File: config.mk
export PLATFORM = sky130hd
export DESIGN_NAME = captouch_baseline_press_detect_flat
export DESIGN_NICKNAME = d
export VERILOG_FILES = /design/src/design/cpd_pkg.sv /design/src/design/cpd_in_if.sv /design/src/design/cpd_out_if.sv /design/src/design/captouch_baseline_press_detect.sv /design/src/design/cpd_pad_eval.sv /design/src/flat_wrapper.sv
export SDC_FILE = /design/constraint.sdc
export NUM_CORES = 1
export LEC_CHECK = 0
export BUFFER_PORTS_ARGS = -buffer_cell sky130_fd_sc_hd__buf_2
export CAP_MARGIN = 20
export CORE_MARGIN = 4
export CORE_UTILIZATION = 58
export DETAILED_ROUTE_END_ITERATION = 10
export PLACE_DENSITY_LB_ADDON = 0.12
export SLEW_MARGIN = 20
export SYNTH_ARGS = -nofsm -noshare
export SYNTH_HDL_FRONTEND = slang
export SYNTH_SLANG_ARGS = --single-unit
File: constraint.sdc
create_clock -name clk -period 5.49 [get_ports clk]
set_input_delay 1.098 -clock clk [delete_from_list [all_inputs] [get_ports clk]]
set_output_delay 1.098 -clock clk [all_outputs]
set_load 0.005 [all_outputs]
File: src/design/cpd_pkg.sv
package cpd_pkg;

  localparam int NUM_PADS_DEF = 3;
  localparam int CountW = 16;
  localparam int IdxW = 2;
  localparam logic [CountW-1:0] THRESH_RST = 16'd100;

  typedef struct packed {
    logic [IdxW-1:0]   button_index;
    logic [CountW-1:0] measured_count;
  } in_item_t;

  typedef struct packed {
    logic [IdxW-1:0]   pad_index;
    logic              press_event;
    logic              release_event;
    logic              is_pressed;
    logic [CountW-1:0] drop_amount;
  } out_item_t;

  // decision for one pad, from the evaluator to the state update
  typedef struct packed {
    logic              base_we;
    logic [CountW-1:0] base_nxt;
    logic              pressed;
    logic              press;
    logic              release_ev;
    logic [CountW-1:0] drop;
  } pad_eval_t;

endpackage

File: src/design/cpd_in_if.sv
interface cpd_in_if import cpd_pkg::*; ();
  logic     valid;
  logic     ready;
  in_item_t data;

  modport source (output valid, output data, input ready);
  modport sink (input valid, input data, output ready);
endinterface

File: src/design/cpd_out_if.sv
interface cpd_out_if import cpd_pkg::*; ();
  logic      valid;
  logic      ready;
  out_item_t data;

  modport source (output valid, output data, input ready);
  modport sink (input valid, input data, output ready);
endinterface

File: src/design/captouch_baseline_press_detect.sv
// Capacitive touch press detector. Each item carries a pad index and the
// oscillation count measured on that pad. Per pad the block keeps a baseline
// and a pressed flag. A count above the baseline pulls the baseline to the
// floor of their average and reports zero drop; otherwise drop is baseline
// minus count. A drop strictly above cfg press_threshold (reset 100) marks the
// pad pressed, with press_event on the transition; a drop at or below it
// clears a set flag with release_event. Pad indexes at or above NUM_PADS
// touch no state and return zeros apart from the echoed index. Exactly one
// result per item. The accepting edge loads the input register; one pass
// through the pad evaluator loads the result register once that register is
// free or being taken, with the pad state written on that same edge.
// One item is accepted every cycle as long as the result side keeps up;
// ready drops only when both the input register and the result register are
// full.
// press_threshold is written through cfg_wr_en / cfg_wr_data; the user must
// write it only while idle, and the block does not enforce that.
module captouch_baseline_press_detect import cpd_pkg::*; #(
  parameter int NUM_PADS = NUM_PADS_DEF
) (
  input  logic              clk,
  input  logic              rst_n,
  cpd_in_if.sink            in_ch,
  cpd_out_if.source         out_ch,
  input  logic              cfg_wr_en,
  input  logic [CountW-1:0] cfg_wr_data
);

  localparam int PadW = (NUM_PADS > 1) ? $clog2(NUM_PADS) : 1;
  localparam logic [4:0] NumPadsL = 5'(NUM_PADS);

  // configuration
  logic [CountW-1:0] thresh_r;

  // input register
  logic              s1_valid_r;
  in_item_t          s1_data_r;

  // result register
  logic              out_valid_r;
  out_item_t         out_data_r;
  out_item_t         out_data_nxt;

  // per pad state
  logic [CountW-1:0] base_r [NUM_PADS];
  logic [NUM_PADS-1:0] pressed_r;

  logic              adv;
  logic              move;
  logic              in_range;
  logic [PadW-1:0]   pad_sel;
  pad_eval_t         ev;

  // result slot frees when empty or being taken this cycle
  assign adv  = ~out_valid_r | out_ch.ready;
  assign move = s1_valid_r & adv;

  assign in_ch.ready  = ~s1_valid_r | adv;
  assign out_ch.valid = out_valid_r;
  assign out_ch.data  = out_data_r;

  assign in_range = {3'b000, s1_data_r.button_index} < NumPadsL;
  assign pad_sel  = PadW'(s1_data_r.button_index);

  cpd_pad_eval u_eval (
    .base        (in_range ? base_r[pad_sel] : '0),
    .was_pressed (in_range ? pressed_r[pad_sel] : 1'b0),
    .count       (s1_data_r.measured_count),
    .thresh      (thresh_r),
    .res         (ev)
  );

  always_comb begin
    out_data_nxt.pad_index     = s1_data_r.button_index;
    out_data_nxt.press_event   = in_range & ev.press;
    out_data_nxt.release_event = in_range & ev.release_ev;
    out_data_nxt.is_pressed    = in_range & ev.pressed;
    out_data_nxt.drop_amount   = in_range ? ev.drop : '0;
  end

  always_ff @(posedge clk) begin
    if (!rst_n) begin
      thresh_r <= THRESH_RST;
    end else if (cfg_wr_en) begin
      thresh_r <= cfg_wr_data;
    end
  end

  // input register
  always_ff @(posedge clk) begin
    if (!rst_n) begin
      s1_valid_r <= 1'b0;
    end else if (in_ch.ready) begin
      s1_valid_r <= in_ch.valid;
    end
  end

  always_ff @(posedge clk) begin
    if (in_ch.ready && in_ch.valid) begin
      s1_data_r <= in_ch.data;
    end
  end

  // result register
  always_ff @(posedge clk) begin
    if (!rst_n) begin
      out_valid_r <= 1'b0;
    end else if (adv) begin
      out_valid_r <= s1_valid_r;
    end
  end

  always_ff @(posedge clk) begin
    if (move) begin
      out_data_r <= out_data_nxt;
    end
  end

  // pad state, written on the edge the item leaves the input register
  always_ff @(posedge clk) begin
    if (!rst_n) begin
      for (int i = 0; i < NUM_PADS; i++) begin
        base_r[i] <= '0;
      end
      pressed_r <= '0;
    end else if (move && in_range) begin
      if (ev.base_we) begin
        base_r[pad_sel] <= ev.base_nxt;
      end
      pressed_r[pad_sel] <= ev.pressed;
    end
  end

  // never a press and a release for the same item
  a_no_both_events: assert property (@(posedge clk) disable iff (!rst_n)
    out_valid_r |-> !(out_data_r.press_event && out_data_r.release_event))
    else $error("press and release on one item");

  // events agree with the reported flag
  a_event_flag: assert property (@(posedge clk) disable iff (!rst_n)
    out_valid_r && (out_data_r.press_event || out_data_r.release_event)
      |-> (out_data_r.is_pressed == out_data_r.press_event))
    else $error("event disagrees with pressed flag");

  // out of range pads report nothing
  a_out_of_range: assert property (@(posedge clk) disable iff (!rst_n)
    out_valid_r && ({3'b000, out_data_r.pad_index} >= NumPadsL)
      |-> (!out_data_r.is_pressed && !out_data_r.press_event
           && !out_data_r.release_event && out_data_r.drop_amount == '0))
    else $error("out of range pad reported activity");

  // an item that moves forward shows up as a result next cycle
  a_move_lands: assert property (@(posedge clk) disable iff (!rst_n)
    move |=> out_valid_r)
    else $error("item lost between input and result register");

endmodule

File: src/design/cpd_pad_eval.sv
module cpd_pad_eval import cpd_pkg::*; (
  input  logic [CountW-1:0] base,
  input  logic              was_pressed,
  input  logic [CountW-1:0] count,
  input  logic [CountW-1:0] thresh,
  output pad_eval_t         res
);

  logic              rose;
  logic [CountW:0]   sum;
  logic [CountW-1:0] drop;
  logic              above;

  always_comb begin
    rose  = count > base;
    sum   = {1'b0, base} + {1'b0, count};
    drop  = rose ? '0 : (base - count);
    above = drop > thresh;

    res.base_we    = rose;
    res.base_nxt   = sum[CountW:1];
    res.pressed    = above;
    res.press      = above & ~was_pressed;
    res.release_ev = ~above & was_pressed;
    res.drop       = drop;
  end

endmodule

File: src/flat_wrapper.sv
// flat-port wrapper written by rule: the top's interface ports become plain ports
module captouch_baseline_press_detect_flat import cpd_pkg::*;
#(
  parameter int NUM_PADS = NUM_PADS_DEF
)
  (clk, rst_n, cfg_wr_en, cfg_wr_data, in_ch_valid, in_ch_data, in_ch_ready, out_ch_valid, out_ch_data, out_ch_ready);
  cpd_in_if in_ch_i ();
  cpd_out_if out_ch_i ();
  input  logic clk;
  input  logic rst_n;
  input  logic cfg_wr_en;
  input  logic [CountW-1:0] cfg_wr_data;
  input wire logic [$bits(in_ch_i.valid)-1:0] in_ch_valid;
  input wire logic [$bits(in_ch_i.data)-1:0] in_ch_data;
  output wire logic [$bits(in_ch_i.ready)-1:0] in_ch_ready;
  output wire logic [$bits(out_ch_i.valid)-1:0] out_ch_valid;
  output wire logic [$bits(out_ch_i.data)-1:0] out_ch_data;
  input wire logic [$bits(out_ch_i.ready)-1:0] out_ch_ready;
  assign in_ch_i.valid = in_ch_valid;
  assign in_ch_i.data = in_ch_data;
  assign in_ch_ready = in_ch_i.ready;
  assign out_ch_valid = out_ch_i.valid;
  assign out_ch_data = out_ch_i.data;
  assign out_ch_i.ready = out_ch_ready;
  captouch_baseline_press_detect #(.NUM_PADS(NUM_PADS)) u_core (.clk(clk), .rst_n(rst_n), .in_ch(in_ch_i), .out_ch(out_ch_i), .cfg_wr_en(cfg_wr_en), .cfg_wr_data(cfg_wr_data));
endmodule
# Word level (Yosys, flattened, before mapping)

Memories as Yosys holds them, arrays and structs flattened. A register that Yosys moved wholly into a read port is not among the register bits.
Cells that the tools add are included.

Bits in registers: 60
Latch bits: 0
Memory bits (writable): 48
ROM bits: 0
Input bits: 39
Output and inout bits: 23
Logic and storage cells: 52
Memories: 1

Memory list:

| memory        | words | bits a word | rd ports | clocked after memory_dff | write ports | line                                 | RTL |
|---|---|---|---|---|---|---|---|
| u_core.base_r | 3     | 16          | 1        | 1                        | 3           | captouch_baseline_press_detect.sv:44 | `logic [CountW-1:0] base_r [NUM_PADS];` |

Add/subtract/negate cells: 2
$mul: 0
Div/mod/pow operators: 0
$lt $le $gt $ge: 5
Eq/ne operators: 0
Shift operators: 0
Multiplexer cells: 17
Bitwise operators: 12
Reductions and logical operators: 4

Operators with widths:

| cell                                                               | number |
|---|---|
| two-way mux 16 bit                                                 | 3 |
| > comparator 16 bit                                                | 2 |
| adder 16 x 16 -> 17 bit                                            | 1 |
| OR reduction 16 bit                                                | 1 |
| subtractor 16 bit                                                  | 1 |
| two-way mux 1 bit                                                  | 9 |
| bitwise AND 1 bit                                                  | 6 |
| two-way mux 2 bit                                                  | 2 |
| inverter 1 bit                                                     | 4 |
| bitwise mux 3 bit                                                  | 1 |
| logical AND 1 bit                                                  | 3 |
| < comparator 2 x 3 -> 1 bit (second input constant)                | 1 |
| binary-select mux 1 bit (select 2 bit)                             | 1 |
| demux 1 bit (select 2 bit)                                         | 1 |
| greater-or-equal comparator 2 x 1 -> 1 bit (second input constant) | 1 |
| < comparator 2 bit (second input constant)                         | 1 |
| OR 1 bit                                                           | 2 |

# Logic depth before layout (Yosys ltp)

Gate-level depths: netlist (run 1).

Word-level depth: 9
Mapped depth: 21
Mapped depth without buffers: 19

# Cells and area by module

Synthesis (run 1) repeated with hierarchy kept, for this count alone.

Cell total of the unflattened synthesis: 620
Area total of the unflattened synthesis: 7,080.5 um2

By module, submodules not included:

| module                         | times used | cells each | area an instance (um2) | seq. area each (um2) |
|---|---|---|---|---|
| captouch_baseline_press_detect | 1          | 322        | 4,968.5                | 3,553.4 |
| cpd_pad_eval                   | 1          | 298        | 2,112.0                | 0.0 |

# Worst setup path before layout (run 1)

OpenSTA, ideal clock, no wires.

Kind: reg2reg
Start point: reg (tool-made name)
End point: reg u_core.out_data_r (netlist bit u_core.out_ch.data[17]), data pin
Arrival: 4.331 ns
Required time: 5.336 ns
Setup slack: 1.005 ns
Cell stages (with the launch flop): 18
Path buffers: 3
Clock period less this slack: 4.485 ns
Cells stage by stage: dfxtp_1 -> buf_2 -> buf_2 -> mux4_2 -> and2_1 -> ha_1 -> buf_2 -> a211oi_1 -> o21ai_0 -> o211ai_1 -> a21oi_1 -> or3_1 -> and3b_1 -> ha_1 -> nand4_1 -> nor4_1 -> o21bai_1 -> a21boi_0

RTL lines:

| item                   | line                                  | RTL |
|---|---|---|
| end signal: assignment | captouch_baseline_press_detect.sv:114 | `out_data_r <= out_data_nxt;` |
| end: declaration       | captouch_baseline_press_detect.sv:40  | `out_item_t out_data_r;` |

==> metrics.txt, run 1 <==
Final min period=4940 ps; Seq/Total Area, Yosys=0.499; run status=complete, no violations; FFs w/ async S/R, synth=0; vias in the first global route=approximately 5200; CTS max path bufs=2; die width=~120 um; row cnt=40; first-pass GRT wire length=~26000 um; HP Class=reg2reg; Slew @ Worst Pin=approximately 830 ps; worst-path fanout max=12; drt via density=roughly 5.6; FMAX=0.202 GHz; Ant. Diodes=0; Power per Cell Area=367 mW/mm^2; Setup Skew=just over 6 ps; starting density of the core=0.592; most common cell in the netlist=nor2_1; CTS resizes=0; cell area after synthesis=slightly above 0.007 sq mm; share of post-route cells with drive strength above 1=0.197; top cells by count, synth=nor2_1, edfxtp_1, inv_1; Final period util=0.900; drt wl/cell=17.8 um; FF+latch count, synth=around 130; Final HPWL DP=about 12000 um; pin count of the biggest net entering global routing=22; synth top area cells=edfxtp_1, ha_1, dfxtp_1; max-slew violations=0; via count=5023; GRT overflow=0; antenna-violating nets left=0; clock latency on the worst-skew pair=430 ps; synthesized area per cell=between 10 and 15 sq um; Iter 0 DRT Violations=about 350; Synth Warn #=0; gpl congestion=0.850; drt drc=0; Cell variety after synth=60; die area=0.0141 sq mm; endpoints failing setup=0; initial antenna violation count=0; setup TNS=0 ps; RSZ-0062 raised after global routing=false; Peak VDD IR=0.300 mV; CP required=5810 ps; critical path endpoint category=register; critical path class=reg2reg; Synth top area share=0.435; final core utilization=0.685; Core Area=0.0120 sq mm; number of flops mapped to enable cells by yosys=approximately 100; Sink Count=126; synthesis-to-layout area growth=15.6%; Fill cells=910; H-tree levels=4; IO Count=just over 60; GRT Overall Usage=0.238; CTS Buf Count=17; Hold Buf Count CTS=0; max cap viols=0; IO buf count=slightly above 60; root buf cell=clkbuf_16; Mapped Cells=roughly 650; area leader, netlist=edfxtp_1; Critical Path Source Type=register; Post-Route WL=15900 um; Hold Vio Cnt, Final=0; final net count=827; worst hold start=u_core.pressed_r[2]; Setup Buffers After CTS=0; CTS tree=built; Clock transition at path regs=~60 ps; leak pwr=3.57 nW; CP arrival=about 5300 ps; Main synth FF type=edfxtp_1; Die Span Y=119 um; max_slew headroom=0.447; first-pass iteration count of the detailed router=5
==> power breakdown <==
| part | internal [mW] | switching (mW) | leakage (nW) |
|---|---|---|---|
| clock | 0.710 | 0.421 | 0.287 |
| combinational | 0.284 | 0.445 | 2.06 |
| sequential | 1.13 | 0.0306 | 1.23 |
| total | 2.12 | 0.897 | 3.57 |
==> cell families after synthesis <==
kind of cell | synth area share
AND/OR/NAND/NOR | 0.144
multiplexers | 0.0763
XOR/XNOR | 0.0259
adder cells (fa/ha/maj) | 0.0900
buffers and inverters | 0.0605
flip-flops | 0.499
AO/OA/AOI/OAI | 0.104
other | 0.000527
==> per-layer routing <==
| metal | vias up | part of all wire | GRT usage |
|---|---|---|---|
| met5 | - | 0 | 0 |
| met4 | 0 | 0.015 | 0.0695 |
| met3 | 20 | 0.058 | 0.0746 |
| met2 | 155 | 0.50 | 0.410 |
| met1 | 2388 | 0.43 | 0.288 |
| li1 | 2460 | - | - |
==> final timing paths <==
check | to | cells after the start | slack, ps
worst min-delay path | u_core.pressed_r[2] | 2 | 490
worst max register to register | u_core.pressed_r[0] | 16 | 550
worst max-delay path | u_core.pressed_r[0] | 16 | 550
worst min register to register | u_core.pressed_r[2] | 2 | 490
==> flip-flops by register name, summed over array words and instances (netlist names), named ones only <==
| name | cells |
|---|---|
| u_core.base_r | 64 |
| u_core.out_ch.data | 21 |
| u_core.out_ch.valid | 1 |
| u_core.pad_sel | 2 |
| u_core.pressed_r | 3 |
| u_core.s1_data_r | 16 |
| u_core.s1_valid_r | 1 |
| u_core.thresh_r | 16 |
==> critical path: stages (launching register included) <==
cell       delay [ps]
dfxtp_1           700
buf_4             270
mux4_2            310
and2_1            200
ha_1              460
o211ai_2          150
a21oi_2           230
o2111ai_2         170
a31oi_2           320
nor2_1            200
buf_4             210
nor3_1            210
ha_1              180
nand4_1           200
o21ai_0           480
nor2_1            170
o41ai_1           350
==> layout make-up <==
type / count / area (sq um) / area share
inverter: 64 / 240 / 0.0292
tap: 147 / 184 / 0.0224
clock inverter: 14 / 168 / 0.0204
sequential: 126 / 3550 / 0.432
multi-input combinational: 447 / 3190 / 0.388
clock buffer: 17 / 425 / 0.0517
timing repair buffer: 82 / 463 / 0.0563
==> through the flow <==
stage                     hold WS [ps]  cells  power (mW)  cell area (sq um)  worst slack, ps
final                              494    897        3.02               8220              550
after global routing               518    897        3.17               8220              226
after detailed placement           480    866        1.90               7630              672
after global placement             457    866        1.88               7630              810
after floorplan                    424    667        1.69               7170             1000
after CTS                          491    897        3.03               8220              628
==> layout by cell type, fill, tap and decap left out, types with 6 or more instances in the layout <==
cell / n
nor2_1: 113
edfxtp_1: 103
inv_1: 62
buf_2: 61
ha_1: 48
a21oi_1: 33
nand2_1: 23
dfxtp_1: 23
buf_4: 21
clkbuf_16: 17
mux2i_1: 16
xnor2_1: 16
conb_1: 16
mux4_2: 14
and2_1: 14
nand2b_1: 14
o21ai_0: 11
nor2b_1: 9
o211ai_1: 8
a21o_1: 8
nor3_1: 8
nand3_1: 8
or3_1: 7
mux2_2: 6
(Power assumes the default switching activity.)
==> run 2: changes to the inputs <==
- SYNTH_HIERARCHICAL: unset -> 1
==> run 2 against run 1 <==
Maximum frequency decreased by 2.2%. Clock power barely moved. Register-to-register slack lost 110 ps. Combinational power fell by 3.3%. Critical path type unchanged. Flip-flop and latch count is the same. Via count decreased by 5.8%. Sequential share of layout area rose by 0.33 points. Final cell count fell by 4.1%. Count of clock-buffer cells in the layout grew 1. Critical endpoint is now u_core/out_ch.data[16]. Synthesized cell count decreased by 4.9%.
==> metrics.txt, run 2 <==
commonest non-fill, non-tap cell in the layout=edfxtp_1; gpl congestion=0.896 (+5.4%); Seq/Total Area, Yosys=0.502 (+0.00238); drt drc=0 (unchanged); Main synth FF type=edfxtp_1; initial antenna violation count=0 (unchanged); total power=2.98 mW (-1.2%); IO buf count=61 (unchanged); area leader, netlist=edfxtp_1; final net count=789 (-4.6%); pin count of the biggest net entering global routing=27 (+23%); Mapped Cells=620 (-4.9%); antenna-violating nets left=0 (unchanged); vias in the first global route=4747 (-8.3%); Power per Cell Area=365 mW/mm^2 (-0.48%); setup ws final=438 ps (-111 ps); top cells by count, synth=edfxtp_1, nor2_1, inv_1; CTS Buf Count=17 (unchanged); Fill cells=959 (+5.4%); starting density of the core=0.592 (about the same); register name with the most flops=u_core/base_r; synthesis-to-layout area growth=15.3%; max FFs per register=64 (unchanged); Iter 0 DRT Violations=320 (-8.0%); FFs w/ async S/R, synth=0 (unchanged); first-pass iteration count of the detailed router=4 (-1); H-tree levels=4 (unchanged); Final period util=0.920 (+0.0203); setup TNS=0 ps (unchanged); Ant. Diodes=0 (unchanged); max cap viols=0 (unchanged); Critical Path Source Type=register; Hold Buf Count CTS=0 (unchanged); Synth Warn #=6 (+6); Die Span Y=118 um (-0.22%); die area=0.0140 sq mm (-0.44%); Cell variety after synth=73 (+22%); Final min period=5050 ps (+111 ps); Hold Vio Cnt, Final=0 (unchanged); GRT overflow=0 (unchanged); GRT Overall Usage=0.222 (-0.0166); drt wl/cell=17.4 um (-2.2%); Sink Count=126 (unchanged); die width=118 um (-0.22%); clock latency on the worst-skew pair=420 ps (about the same); Synth top area share=0.437 (+0.00207); slowest cell delay on critical path=670 ps (-30 ps); share of post-route cells with drive strength above 1=0.209 (+0.0116); FF+latch count, synth=126 (unchanged); leak pwr=3.42 nW (-4.3%); CTS resizes=0 (unchanged); synthesized area per cell=11.4 sq um (+4.7%); Peak VDD IR=0.358 mV (+19%); critical path endpoint category=register; CTS max path bufs=2 (unchanged); IO Count=62 (unchanged); Post-Route WL=14900 um (-6.3%); via count=4732 (-5.8%); worst path bufs/invs=1 (-1); synth top area cells=edfxtp_1, ha_1, dfxtp_1; critical path class=reg2reg; HP Class=reg2reg; CP max-delay cell=a2111oi_0; commonest cells after routing, fill and taps aside=edfxtp_1, nor2_1, buf_2; Cell Chain, Critical Path=mux4_2, and2_1, ha_1, a2111oi_0, o21ai_1, nand2_2, o21ai_0, xnor2_1, nor2_1, ha_1, nand2_1, nor2_1, a211oi_1, o21ai_0, o31ai_1, inv_1, and2_1; RSZ-0062 raised after global routing=false; cell area after synthesis=0.00708 sq mm (-0.47%); CTS tree=built; Worst path top cell family by delay=compound AO/OA/AOI/OAI gates; Core Area=0.0120 sq mm (-0.42%); max-slew violations=0 (unchanged); CP arrival=5220 ps (-40 ps); most common cell in the netlist=edfxtp_1; first-pass GRT wire length=24100 um (-6.3%); run status=complete, no violations; endpoints failing setup=0 (unchanged); Clock transition at path regs=60 ps (about the same); drt via density=5.50 (-1.7%); number of flops mapped to enable cells by yosys=103 (unchanged); worst-path fanout max=11 (-1); Final HPWL DP=11000 um (-7.6%); CP required=5660 ps (-150 ps); Place WS=416 ps (-256 ps); FMAX=0.198 GHz (-2.2%); root buf cell=clkbuf_16; Setup Skew=12.4 ps (+6.25 ps); max_slew headroom=0.400 (-0.0471); row cnt=40 (unchanged); Slew @ Worst Pin=901 ps (+71.6 ps); Setup Buffers After CTS=0 (unchanged)
## run 2: final cells by class
cell class              count  area (sq um)  share of cell area
well taps                 147           184              0.0225
inverters                  55           209              0.0256
multi-input cells         426          3210               0.394
clock inverters            14           160              0.0196
repair buffers             74           403              0.0494
flip-flops and latches    126          3550               0.435
clock buffers              18           439              0.0538
## run 2: path summary, 6_finish.rpt
| kind | from | to | slack, ps | cells past startpoint |
|---|---|---|---|---|
| max reg2reg | register | u_core/out_ch.data[16] | 440 | 17 |
| min reg2reg | u_core/pressed_r[0] | u_core/pressed_r[0] | 470 | 2 |
| max | register | u_core/out_ch.data[16] | 440 | 17 |
| min | u_core/pressed_r[0] | u_core/pressed_r[0] | 470 | 2 |
## run 2: per-stage QoR
stage,hold slack [ps],instances,utilization,area [sq um]
floorplan,438,635,-,7140
global placement,447,828,0.632,7560
detailed placement,460,828,0.632,7560
CTS,473,860,0.682,8160
global route,496,860,0.682,8160
finish,470,860,0.682,8160
## run 2: logic make-up after synthesis
group                    synth area share
AND/OR/NAND/NOR                     0.153
flip-flops                          0.502
XOR/XNOR                           0.0272
buffers and inverters              0.0523
AO/OA/AOI/OAI                      0.0926
adder cells (fa/ha/maj)            0.0905
other                            0.000530
multiplexers                       0.0823
## run 2: layer usage
metal	vias to the layer above	track usage	wire [um]
met4	0	0.0854	296
li1	2334	-	-
met3	22	0.0651	885
met1	2237	0.294	6800
met2	139	0.346	6960
met5	-	0	0
## run 2: where the power goes
| part | switching [mW] | internal [mW] | leakage, nW |
|---|---|---|---|
| clock | 0.424 | 0.687 | 0.285 |
| sequential | 0.0313 | 1.14 | 1.22 |
| combinational | 0.421 | 0.284 | 1.91 |
## run 2: tightest hold or removal path, cell delays in order (launching register included)
cell     delay (ps)
dfxtp_1         310
nand2_1          50
mux2i_1          60
==> run 3: changes to the inputs <==
- GPL_TIMING_DRIVEN: unset -> 0
==> run 3 against run 2 <==
Register-to-register slack about the same. Maximum frequency about the same. Wire length decreased by 1.2%. Critical path type unchanged. Largest cell class unchanged.
==> metrics.txt, run 3 (same netlist as run 2, synthesis figures left out) <==
run status=complete, no violations; Ant. Diodes=0 (unchanged); Hold Path End=u_core/pressed_r[0]; Hold Path Depth=2 (unchanged); HP Class=reg2reg; setup TNS=0 ps (unchanged); setup ws final=439 ps (+0.446 ps); final net count=806 (+2.2%); first-pass iteration count of the detailed router=5 (+1); synthesis-to-layout area growth=17.0%; FMAX=0.198 GHz (about the same); worst hold start=u_core/pressed_r[0]; max_slew headroom=0.366 (-0.0339); CTS max path bufs=2 (unchanged); Hold Buf Count CTS=0 (unchanged); max-slew violations=0 (unchanged); pin count of the biggest net entering global routing=22 (-19%); commonest cells after routing, fill and taps aside=edfxtp_1, nor2_1, buf_2; max cap viols=0 (unchanged); drt drc=0 (unchanged); Final period util=0.920 (about the same); switching share of power=0.282 (-0.0116); Cell Area, Placed=0.00767 sq mm (+1.5%); Sw Pwr=0.852 mW (-2.7%); Final HPWL DP=11000 um (about the same); Iter 0 DRT Violations=255 (-20%); clock latency on the worst-skew pair=420 ps (about the same); Sink Count=126 (unchanged); CP required=5660 ps (about the same); CTS Buf Count=17 (unchanged); critical path endpoint category=register; CTS tree=built; worst-path fanout max=10 (-1); drt via density=5.44 (-1.1%); Finished Layout Cells=877 (+2.0%); register name with the most flops=u_core/base_r; max FFs per register=64 (unchanged); Power per Cell Area=364 mW/mm^2 (-0.26%); final core utilization=0.693 (+0.0105); root buf cell=clkbuf_16; post-route cell area=0.00829 sq mm (+1.5%); row cnt=40 (unchanged); commonest non-fill, non-tap cell in the layout=edfxtp_1; vias in the first global route=4780 (+0.70%); Logic pwr share=0.238 (+0.002); IO Count=62 (unchanged); drt wl/cell=16.8 um (-3.1%); gpl congestion=0.901 (+0.61%); reg-to-reg endpoint=u_core/out_ch.data[16]; H-tree levels=4 (unchanged); Int Pwr=2.17 mW (+2.9%); antenna-violating nets left=0 (unchanged); IO buf count=60 (-1.6%); Fill cells=867 (-9.6%); R2R Setup Slk=440 ps (about the same); share of post-route cells with drive strength above 1=0.216 (+0.00746); Core Area=0.0120 sq mm (unchanged); Critical Path Source Type=register; GRT Overall Usage=0.222 (+0.000551); starting density of the core=0.592 (unchanged); Seq pwr share=0.385 (-0.006); RSZ-0062 raised after global routing=false; Place WS=145 ps (-271 ps); first-pass GRT wire length=24100 um (-0.15%); via count=4774 (+0.89%); Clock transition at path regs=50 ps (about the same); endpoints failing setup=0 (unchanged); die area=0.0140 sq mm (unchanged); Slew @ Worst Pin=951 ps (+50.8 ps); die width=118 um (unchanged); initial antenna violation count=0 (unchanged); FF-to-FF path depth=21 (+4); CP arrival=5220 ps (about the same); leak pwr=3.49 nW (+2.0%); critical path class=reg2reg; Final min period=5050 ps (-0.446 ps); GRT overflow=0 (unchanged); clock power share=0.377 (+0.005); Setup Skew=8.10 ps (-4.26 ps); Post-Route WL=14800 um (-1.2%); Peak VDD IR=0.334 mV (-6.8%); Die Span Y=118 um (unchanged); Hold Vio Cnt, Final=0 (unchanged); Placed Cells=845 (+2.1%)
-- run 3: per-layer routing --
metal  up-vias  routed length (um)  track usage
li1       2378                   -            -
met4         0                 270       0.0818
met3        21                 745       0.0498
met1      2249                6530        0.284
met5         -                   0            0
met2       126                7220        0.373
-- run 3: final cells by class --
cell class	instances	area, sq um	area share
well taps	147	184	0.0222
multi-input cells	426	3230	0.390
plain buffers	27	159	0.0192
inverters	55	209	0.0252
clock inverters	10	139	0.0168
flip-flops and latches	126	3550	0.429
clock buffers	22	464	0.0560
repair buffers	64	349	0.0421
-- run 3: how the worst max path moves through the flow --
stage,startpoint,end,slack [ps],cells after the start
2_1_floorplan,register,u_core/base_r[2][0],940,14
3_3_place_gp,register,u_core/base_r[2][14],-300,14
3_5_place_dp,register,u_core/out_ch.data[16],150,21
4_1_cts,register,u_core/out_ch.data[16],120,21
5_1_grt,register,u_core/out_ch.data[16],40,21
6_report,register,u_core/out_ch.data[16],440,21
-- run 3: worst max-delay path: stages (launching register included) --
cell and delay (ps):
dfxtp_1 310, buf_2 260, buf_6 240, mux4_2 520, and2_1 190, ha_1 270, buf_2 200, nand2_1 110
nor2_1 240, inv_1 110, o41ai_4 450, inv_2 190, nor2_1 210, ha_1 270, a21o_1 190, a21o_1 170
a21oi_1 130, a211oi_1 100, o31ai_2 300, inv_1 80, buf_4 140, and2_1 120
-- run 3: per-stage QoR --
step                power [mW]  hold slack (ps)
floorplan                 1.70              438
global placement          1.86              448
detailed placement        1.89              455
CTS                       3.04              464
global route              3.18              490
finish                    3.02              460
-- run 3: what timing repair did --
action	CTS	global route
hold endpoints to repair	0	0
gates resized for setup	0	3
endpoints found under the setup margin	0	6
setup buffers	0	1
-- run 3: power groups by stage --
stage | Combinational (mW) | Sequential, mW | Clock (mW)
final | 0.720 | 1.16 | 1.14
after global routing | 0.807 | 1.17 | 1.21
after CTS | 0.715 | 1.16 | 1.16
after detailed placement | 0.709 | 1.18 | 0
after global placement | 0.686 | 1.18 | 0
after floorplan | 0.531 | 1.17 | 0
